--- config.mk ---
export PLATFORM = sky130hd
export DESIGN_NAME = next_combination_generator
export DESIGN_NICKNAME = d
export VERILOG_FILES = /design/src/rtl/ncg_pkg.sv /design/src/rtl/ncg_ram.sv /design/src/rtl/ncg_seq.sv /design/src/rtl/next_combination_generator.sv
export SDC_FILE = /design/constraint.sdc
export NUM_CORES = 1
export LEC_CHECK = 0
export BUFFER_PORTS_ARGS = -buffer_cell sky130_fd_sc_hd__buf_2
export CAP_MARGIN = 10
export CORE_ASPECT_RATIO = 0.7
export CORE_MARGIN = 5
export CORE_UTILIZATION = 45
export DETAILED_ROUTE_END_ITERATION = 10
export PLACE_DENSITY = 0.73
export SYNTH_ARGS = -nofsm -noshare
export SYNTH_HDL_FRONTEND = slang
export SYNTH_SLANG_ARGS = --single-unit
--- constraint.sdc ---
create_clock -name aclk -period 12.7 [get_ports aclk]
set_input_delay 1.27 -clock aclk [delete_from_list [all_inputs] [get_ports aclk]]
set_output_delay 1.27 -clock aclk [all_outputs]
set_load 0.05 [all_outputs]
--- src/rtl/ncg_pkg.sv ---
// Shared types and constants for the next-combination generator.
// No dependencies; ncg_seq, the top, the checker and the bench import this package.
`timescale 1ns / 1ps

package ncg_pkg;

    // Fixed field widths
    localparam int SIZE_W     = 5;
    localparam int COUNT_W    = 8;
    localparam int INDEX_W    = 4;
    localparam int CFG_ADDR_W = 2;
    localparam int CFG_DATA_W = 8;
    localparam int IN_DATA_W  = 8;

    // Register indexes on the configuration port
    localparam logic [CFG_ADDR_W-1:0] REG_SUBSET_SIZE     = 2'd0;
    localparam logic [CFG_ADDR_W-1:0] REG_CANDIDATE_COUNT = 2'd1;

    // Status carried on every beat of one request
    typedef enum logic [1:0] {
        ST_OK      = 2'd0,
        ST_DONE    = 2'd1,
        ST_INVALID = 2'd2
    } status_t;

    // Sequencer states
    typedef enum logic [1:0] {
        SEQ_IDLE,
        SEQ_FIRST,
        SEQ_SCAN,
        SEQ_EMIT
    } seq_state_t;

    // Live configuration handed to the sequencer
    typedef struct packed {
        logic [SIZE_W-1:0]  subset_size;
        logic [COUNT_W-1:0] candidate_count;
    } ncg_cfg_t;

    // Side information of one result beat
    typedef struct packed {
        logic [INDEX_W-1:0] element_index;
        status_t            status;
        logic               last_element;
    } ncg_meta_t;

endpackage

--- src/rtl/ncg_ram.sv ---
// Generic single-write, single-read RAM with a registered read port.
// No dependencies.
`timescale 1ns / 1ps

module ncg_ram #(
    parameter int WIDTH = 8,
    parameter int DEPTH = 16,
    parameter int AW    = (DEPTH > 1) ? $clog2(DEPTH) : 1
) (
    input  logic             aclk,
    input  logic             we,
    input  logic [AW-1:0]    waddr,
    input  logic [WIDTH-1:0] wdata,
    input  logic [AW-1:0]    raddr,
    output logic [WIDTH-1:0] rdata
);

    logic [WIDTH-1:0] mem_reg [DEPTH];
    logic [WIDTH-1:0] rdata_reg;

    // Write port
    always_ff @(posedge aclk) begin
        if (we) begin
            mem_reg[waddr] <= wdata;
        end
    end

    // Registered read port
    always_ff @(posedge aclk) begin
        rdata_reg <= mem_reg[raddr];
    end

    assign rdata = rdata_reg;

endmodule

--- src/rtl/ncg_seq.sv ---
// Sequencer of the next-combination generator: scans the stored list,
// picks the element to bump and streams the new list. Uses ncg_pkg and ncg_ram.
`timescale 1ns / 1ps

module ncg_seq #(
    parameter int MAX_SUBSET  = 16,
    parameter int VALUE_WIDTH = 8
) (
    input  logic                   aclk,
    input  logic                   aresetn,
    input  ncg_pkg::ncg_cfg_t      cfg,
    input  logic                   cfg_clear,
    input  logic                   in_valid,
    output logic                   in_ready,
    input  logic                   in_restart,
    output logic                   beat_valid,
    input  logic                   beat_ready,
    output logic [VALUE_WIDTH-1:0] beat_value,
    output ncg_pkg::ncg_meta_t     beat_meta
);

    import ncg_pkg::*;

    localparam int AW  = (MAX_SUBSET > 1) ? $clog2(MAX_SUBSET) : 1;
    localparam int CW  = $clog2(MAX_SUBSET + 1);
    localparam int LW  = ((CW > SIZE_W) ? CW : SIZE_W) + 1;
    localparam int UW  = ((VALUE_WIDTH + 1) > (COUNT_W + 1)) ? (VALUE_WIDTH + 1)
                                                             : (COUNT_W + 1);

    seq_state_t             state_reg,   state_next;
    logic                   cleared_reg, cleared_next;
    logic                   invalid_reg, invalid_next;
    status_t                status_reg,  status_next;
    logic [CW-1:0]          pos_reg,     pos_next;
    logic [CW-1:0]          split_reg,   split_next;
    logic [VALUE_WIDTH-1:0] newval_reg,  newval_next;
    logic [VALUE_WIDTH-1:0] cur_reg,     cur_next;

    logic [CW-1:0]          rd_cnt;
    logic [VALUE_WIDTH-1:0] rd_data;
    logic                   ram_we;
    logic [VALUE_WIDTH-1:0] emit_value;

    logic [LW-1:0]          k_ext;
    logic [CW-1:0]          k_cnt;
    logic [CW-1:0]          pos_inc;
    logic                   pos_top;
    logic                   cfg_bad;
    logic [UW-1:0]          upper;
    logic [UW-1:0]          cur_plus;
    logic                   can_inc;
    logic                   is_last;
    logic                   beat_fire;

    // Store of the current combination
    ncg_ram #(
        .WIDTH (VALUE_WIDTH),
        .DEPTH (MAX_SUBSET),
        .AW    (AW)
    ) u_store (
        .aclk  (aclk),
        .we    (ram_we),
        .waddr (pos_reg[AW-1:0]),
        .wdata (emit_value),
        .raddr (rd_cnt[AW-1:0]),
        .rdata (rd_data)
    );

    // Configuration checks and scan compare
    always_comb begin
        k_ext    = LW'(cfg.subset_size);
        k_cnt    = CW'(cfg.subset_size);
        cfg_bad  = (cfg.subset_size == '0) || (cfg.candidate_count == '0) ||
                   (COUNT_W'(cfg.subset_size) > cfg.candidate_count) ||
                   (k_ext > LW'(MAX_SUBSET));
        pos_inc  = pos_reg + 1'b1;
        pos_top  = (LW'(pos_inc) >= k_ext);
        upper    = pos_top ? (UW'(cfg.candidate_count) + 1'b1) : UW'(rd_data);
        cur_plus = UW'(cur_reg) + 1'b1;
        can_inc  = (upper > cur_plus);
        is_last  = invalid_reg || (LW'(pos_inc) == k_ext);
    end

    // Beat contents: zero when invalid, else reloaded low part, bumped element, untouched high part
    always_comb begin
        if (invalid_reg) begin
            emit_value = '0;
        end else if (pos_reg < split_reg) begin
            emit_value = VALUE_WIDTH'(pos_inc);
        end else if (pos_reg == split_reg) begin
            emit_value = newval_reg;
        end else begin
            emit_value = rd_data;
        end
    end

    assign beat_valid              = (state_reg == SEQ_EMIT);
    assign beat_fire               = beat_valid && beat_ready;
    assign beat_value              = emit_value;
    assign beat_meta.element_index = INDEX_W'(pos_reg);
    assign beat_meta.status        = status_reg;
    assign beat_meta.last_element  = is_last;
    assign ram_we                  = beat_fire && !invalid_reg && (pos_reg <= split_reg);
    assign in_ready                = (state_reg == SEQ_IDLE);

    // State register
    always_ff @(posedge aclk) begin
        if (!aresetn) begin
            state_reg   <= SEQ_IDLE;
            cleared_reg <= 1'b1;
        end else begin
            state_reg   <= state_next;
            cleared_reg <= cleared_next;
        end
    end

    // Working registers
    always_ff @(posedge aclk) begin
        invalid_reg <= invalid_next;
        status_reg  <= status_next;
        pos_reg     <= pos_next;
        split_reg   <= split_next;
        newval_reg  <= newval_next;
        cur_reg     <= cur_next;
    end

    // Next state and read address
    always_comb begin
        state_next   = state_reg;
        cleared_next = cleared_reg;
        invalid_next = invalid_reg;
        status_next  = status_reg;
        pos_next     = pos_reg;
        split_next   = split_reg;
        newval_next  = newval_reg;
        cur_next     = cur_reg;
        rd_cnt       = pos_reg;

        case (state_reg)
            SEQ_IDLE: begin
                rd_cnt   = '0;
                pos_next = '0;
                if (in_valid) begin
                    if (cfg_bad) begin
                        invalid_next = 1'b1;
                        status_next  = ST_INVALID;
                        state_next   = SEQ_EMIT;
                    end else if (in_restart || cleared_reg) begin
                        invalid_next = 1'b0;
                        status_next  = ST_OK;
                        split_next   = k_cnt;
                        cleared_next = 1'b0;
                        state_next   = SEQ_EMIT;
                    end else begin
                        invalid_next = 1'b0;
                        state_next   = SEQ_FIRST;
                    end
                end
            end
            SEQ_FIRST: begin
                // First element now on the read port; fetch the second
                rd_cnt   = CW'(1);
                pos_next = '0;
                if (rd_data == '0) begin
                    status_next = ST_OK;
                    split_next  = k_cnt;
                    state_next  = SEQ_EMIT;
                end else begin
                    cur_next   = rd_data;
                    state_next = SEQ_SCAN;
                end
            end
            SEQ_SCAN: begin
                if (can_inc) begin
                    // Bump this element, prime the read for the emit pass
                    status_next = ST_OK;
                    split_next  = pos_reg;
                    newval_next = VALUE_WIDTH'(cur_plus);
                    pos_next    = '0;
                    rd_cnt      = '0;
                    state_next  = SEQ_EMIT;
                end else if (pos_top) begin
                    // Wrapped round: reload the first combination
                    status_next = ST_DONE;
                    split_next  = k_cnt;
                    pos_next    = '0;
                    state_next  = SEQ_EMIT;
                end else begin
                    cur_next = rd_data;
                    pos_next = pos_inc;
                    rd_cnt   = pos_inc + 1'b1;
                end
            end
            SEQ_EMIT: begin
                if (beat_ready) begin
                    if (is_last) begin
                        state_next = SEQ_IDLE;
                    end else begin
                        pos_next = pos_inc;
                        rd_cnt   = pos_inc;
                    end
                end
            end
            default: begin
                state_next = SEQ_IDLE;
            end
        endcase

        // A write to the subset-size or candidate-count register restarts the sequence
        if (cfg_clear) begin
            cleared_next = 1'b1;
        end
    end

endmodule

--- src/rtl/next_combination_generator.sv ---
// Next-combination generator in colex order. Each beat on the slave side
// advances the stored k-of-n list (k = subset_size, n = candidate_count) and
// the block streams the new list on the master side, one beat per element,
// lowest first, tlast on the final one, with the status in tuser. A restart
// beat, the first beat after reset and the first beat after a write to either
// configuration register give 1..k; stepping past the last combination gives
// 1..k again with status finished; a bad configuration gives a single beat
// with status invalid and leaves the list alone. The list sits in a small RAM
// with one read and one write port, and the scan for the element to bump
// reads one entry per cycle, so a request is accepted, reads the first
// element, scans up to k entries and then emits k beats; a restart or first
// request skips the read and scan; a bad configuration emits its single beat.
// Reset needs no clearing pass, a flag marks the store as not started.
// Depends on ncg_pkg, ncg_seq and ncg_ram.
`timescale 1ns / 1ps

module next_combination_generator #(
    parameter int  MAX_SUBSET  = 16,
    parameter int  VALUE_WIDTH = 8,
    localparam int OUT_DATA_W  = ((VALUE_WIDTH + 4 + 7) / 8) * 8
) (
    input  logic                            aclk,
    input  logic                            aresetn,
    // Configuration write port
    input  logic                            cfg_we,
    input  logic [ncg_pkg::CFG_ADDR_W-1:0]  cfg_addr,
    input  logic [ncg_pkg::CFG_DATA_W-1:0]  cfg_wdata,
    // Request stream
    input  logic                            s_tvalid,
    output logic                            s_tready,
    input  logic [ncg_pkg::IN_DATA_W-1:0]   s_tdata,   // [0] restart
    // Result stream
    output logic                            m_tvalid,
    input  logic                            m_tready,
    output logic [OUT_DATA_W-1:0]           m_tdata,   // element_value, element_index
    output logic [1:0]                      m_tuser,   // status
    output logic                            m_tlast    // last_element
);

    import ncg_pkg::*;

    logic [SIZE_W-1:0]      subset_size_reg;
    logic [COUNT_W-1:0]     candidate_count_reg;
    ncg_cfg_t               cfg;
    logic                   cfg_clear;

    logic                   beat_valid;
    logic                   beat_ready;
    logic [VALUE_WIDTH-1:0] beat_value;
    ncg_meta_t              beat_meta;

    logic                   m_tvalid_reg;
    logic [OUT_DATA_W-1:0]  m_tdata_reg;
    logic [1:0]             m_tuser_reg;
    logic                   m_tlast_reg;

    // Configuration registers
    assign cfg_clear = cfg_we && ((cfg_addr == REG_SUBSET_SIZE) ||
                                  (cfg_addr == REG_CANDIDATE_COUNT));

    always_ff @(posedge aclk) begin
        if (!aresetn) begin
            subset_size_reg     <= SIZE_W'(1);
            candidate_count_reg <= COUNT_W'(1);
        end else if (cfg_we) begin
            if (cfg_addr == REG_SUBSET_SIZE) begin
                subset_size_reg <= cfg_wdata[SIZE_W-1:0];
            end
            if (cfg_addr == REG_CANDIDATE_COUNT) begin
                candidate_count_reg <= cfg_wdata[COUNT_W-1:0];
            end
        end
    end

    assign cfg.subset_size     = subset_size_reg;
    assign cfg.candidate_count = candidate_count_reg;

    ncg_seq #(
        .MAX_SUBSET  (MAX_SUBSET),
        .VALUE_WIDTH (VALUE_WIDTH)
    ) u_seq (
        .aclk       (aclk),
        .aresetn    (aresetn),
        .cfg        (cfg),
        .cfg_clear  (cfg_clear),
        .in_valid   (s_tvalid),
        .in_ready   (s_tready),
        .in_restart (s_tdata[0]),
        .beat_valid (beat_valid),
        .beat_ready (beat_ready),
        .beat_value (beat_value),
        .beat_meta  (beat_meta)
    );

    // Output register: load when empty or being drained
    assign beat_ready = !m_tvalid_reg || m_tready;

    always_ff @(posedge aclk) begin
        if (!aresetn) begin
            m_tvalid_reg <= 1'b0;
        end else if (beat_ready) begin
            m_tvalid_reg <= beat_valid;
        end
    end

    always_ff @(posedge aclk) begin
        if (beat_ready && beat_valid) begin
            m_tdata_reg <= OUT_DATA_W'({beat_meta.element_index, beat_value});
            m_tuser_reg <= beat_meta.status;
            m_tlast_reg <= beat_meta.last_element;
        end
    end

    assign m_tvalid = m_tvalid_reg;
    assign m_tdata  = m_tdata_reg;
    assign m_tuser  = m_tuser_reg;
    assign m_tlast  = m_tlast_reg;

endmodule

==> impl_metrics.tcl <==
set metrics [dict create \
    cts_max_path_buffers 2 \
    drv_cap 0 \
    synth-compound-area-share 0.146 \
    final_util 0.504 \
    grtUsageMet3 0.0913 \
    final_nets 1020 \
    syn_avg_cell_area_sq_um 11.0 \
    n_antenna_cell 0 \
    die_h_um 137 \
    ys_seq_area_frac 0.546 \
    wire_per_inst_um 21.9 \
    cts_made_buffers 17 \
    cp.required_ns 12.94 \
    grt_pass1_wl_um 43200 \
    synth_top_area_cell "edfxtp_1" \
    worstMarginPinSlew_ns 1.25 \
    p_per_area_nw_per_um2 207 \
    dp_hpwl_um 18600 \
    cts.reportedPaths.clkPinSlew_ns 0.08 \
    place_congestion 0.897 \
    synth_common_cells "edfxtp_1 (168), nand2_1 (90), nor2_1 (66), mux2i_1 (61), nand3_1 (53)" \
    tns_ns 0 \
    dp.cells 1253 \
    clock_skew_ns 0.0159 \
    yosysMostFrequentCell "edfxtp_1" \
    drc 0 \
    row_count 46 \
    yosysUniqueCellTypes 67 \
    ant_nets 0 \
    fin_crit_sh 0.518 \
    first_global_vias 7541 \
    arrival_ns 6.81 \
    largest_reg_flops 128 \
    insertion_delay_ns 0.44 \
    drtIter0Drc 1061 \
    end_kind "register" \
    antenna_found_initial 1 \
    p_total_mw 2.36 \
    crit_type "register to register" \
    grtUsageMet2 0.313 \
    area_growth_pct 10.5 \
    synth-edff-count 168 \
    synthesis.area_sq_um 10300 \
    whs_ns 0.437 \
    post_cts_buffers 0 \
    routed_wl_um 28200 \
    boundaryPins 44 \
    cts_tree "done" \
    synth_ff_type "edfxtp_1" \
    clock-sinks 197 \
    grt_max_degree 55 \
    synthTopCellsByArea "edfxtp_1 (49%), mux2i_1 (5.9%), dfxtp_1 (5.6%)" \
    grt_setup_unrepaired "no" \
    core_region_area_sq_um 22600 \
    synth_top_family_by_area "compound AO/OA/AOI/OAI gates" \
    async_reset_ff_frac 0 \
    die_area_sq_um 26100 \
    final_cell_count_no_fill 1286 \
    holdCritPathClass "register to register" \
    irDropWorstVdd_v 0.000143 \
    cts_root_buf "clkbuf_16" \
    yosysTopAreaCellShare 0.489 \
    postCtsHoldBufs 0 \
    cts_repair_resize_count 0 \
    synth.area.mux_share 0.0712 \
    status "finished clean" \
    synthAdderAreaFrac 0.0437 \
    layout-drive-gt1-share 0.121 \
    portBuffers 32 \
    start_util 0.456 \
    hold_viol 0 \
    critPathMaxFanout 27 \
    route.detailed.vias_per_inst 6.17 \
    synth-simple-area-share 0.140 \
    cp-start-kind "register" \
    use_met1 0.309 \
    fmax_mhz 152 \
    firstDrtPassIters 5 \
    yosys_warnings 0 \
    drv_slew 0 \
    setup_viol 0 \
    grt_usage 0.219 \
    overflow 0 \
    synth-seq-cells 197 \
    cts_max_level 4 \
    busiest_layer "met2" \
    fin_crit_ns 6.58 \
    num_vias 7934 \
    relSlewSlack 0.164 \
    yosys.area_share.xor_xnor 0.0153 \
    p_leak_nw 4.10 \
    die_x_um 191 \
    syn_inst 941 \
]
==> worst paths after layout <==
kind	start	cells after the start	end	slack (ns)
min reg2reg	u_seq.status_reg[1]	0	m_tuser[1]	0.44
min	u_seq.status_reg[1]	0	m_tuser[1]	0.44
max reg2reg	u_seq.pos_reg[0]	17	u_seq.u_store.rdata[7]	6.12
max	u_seq.pos_reg[0]	17	u_seq.u_store.rdata[7]	6.12
==> cell usage in the layout, fill, tap and decap left out, types with 9 or more instances in the layout <==
cell type    n
mux2i_1     61
edfxtp_1   168
a211o_1     10
inv_1       39
dfxtp_1     27
a21oi_1     52
nand2_1     90
o211ai_1    13
nand3_1     53
o21ai_1     10
o21ai_0     34
nor2_1      66
xnor2_1     13
nor3_1      23
a221oi_1    16
ha_1        36
clkbuf_16   17
buf_2       33
nor4_1      12
mux2_2      11
a31oi_1     24
a32oi_1      9
buf_4       21
nor2b_1     15
==> worst max-delay path, stage by stage (launching register included) <==
cell and delay, ns:
dfxtp_1 0.69, ha_1 0.42, nand3_1 0.16, xnor2_1 0.29, ha_1 0.32, and4_4 0.23
a21oi_1 0.29, nand2_1 0.46, and4_1 0.40, ha_1 0.33, nand4_2 0.23, nor4_2 0.40
a31oi_4 0.12, a211o_1 0.56, nand2_4 0.45, nand3_1 0.14, a32oi_1 0.50, o211ai_1 0.32
==> through the flow <==
step                instance area [sq um]  worst slack (ns)
detailed placement                  10800              6.40
global route                        11400              5.83
finish                              11400              6.12
CTS                                 11400              6.37
global placement                    10800              6.52
floorplan                           10300              8.07
==> routing by layer <==
metal | routed length [um] | vias up
li1 | - | 3582
met2 | 11900 | 434
met1 | 12200 | 3882
met4 | 361 | 2
met3 | 3660 | 34
met5 | 7 | -
==> logic make-up (layout without fill, tap and decap cells) <==
kind of cell               after synthesis  in the layout
AOI/OAI and AO/OA                      223            223
xor gates and xnor gates                18             18
adders and majority gates               36             36
buffers and inverters                   96            126
DFF                                    197            197
muxes                                   72             72
other                                    1              4
and+or+nand+nor                        298            298
==> final cells by class <==
type                    count  area, sq um
clock buffers              17          425
clock inverters            15          143
fillers                  1969        11200
inverters                  40          150
multi-input cells         651         4330
flip-flops and latches    197         5630
well taps                 312          390
repair buffers             54          323
==> report_power, final <==
part	total (mW)	internal [mW]	leakage, nW	switching, mW
Clock	0.525	0.260	0.275	0.264
Combinational	0.938	0.301	2.01	0.637
Sequential	0.898	0.833	1.82	0.0644
Total	2.36	1.40	4.10	0.966
Note: power is estimated with default switching activity, not from simulation.
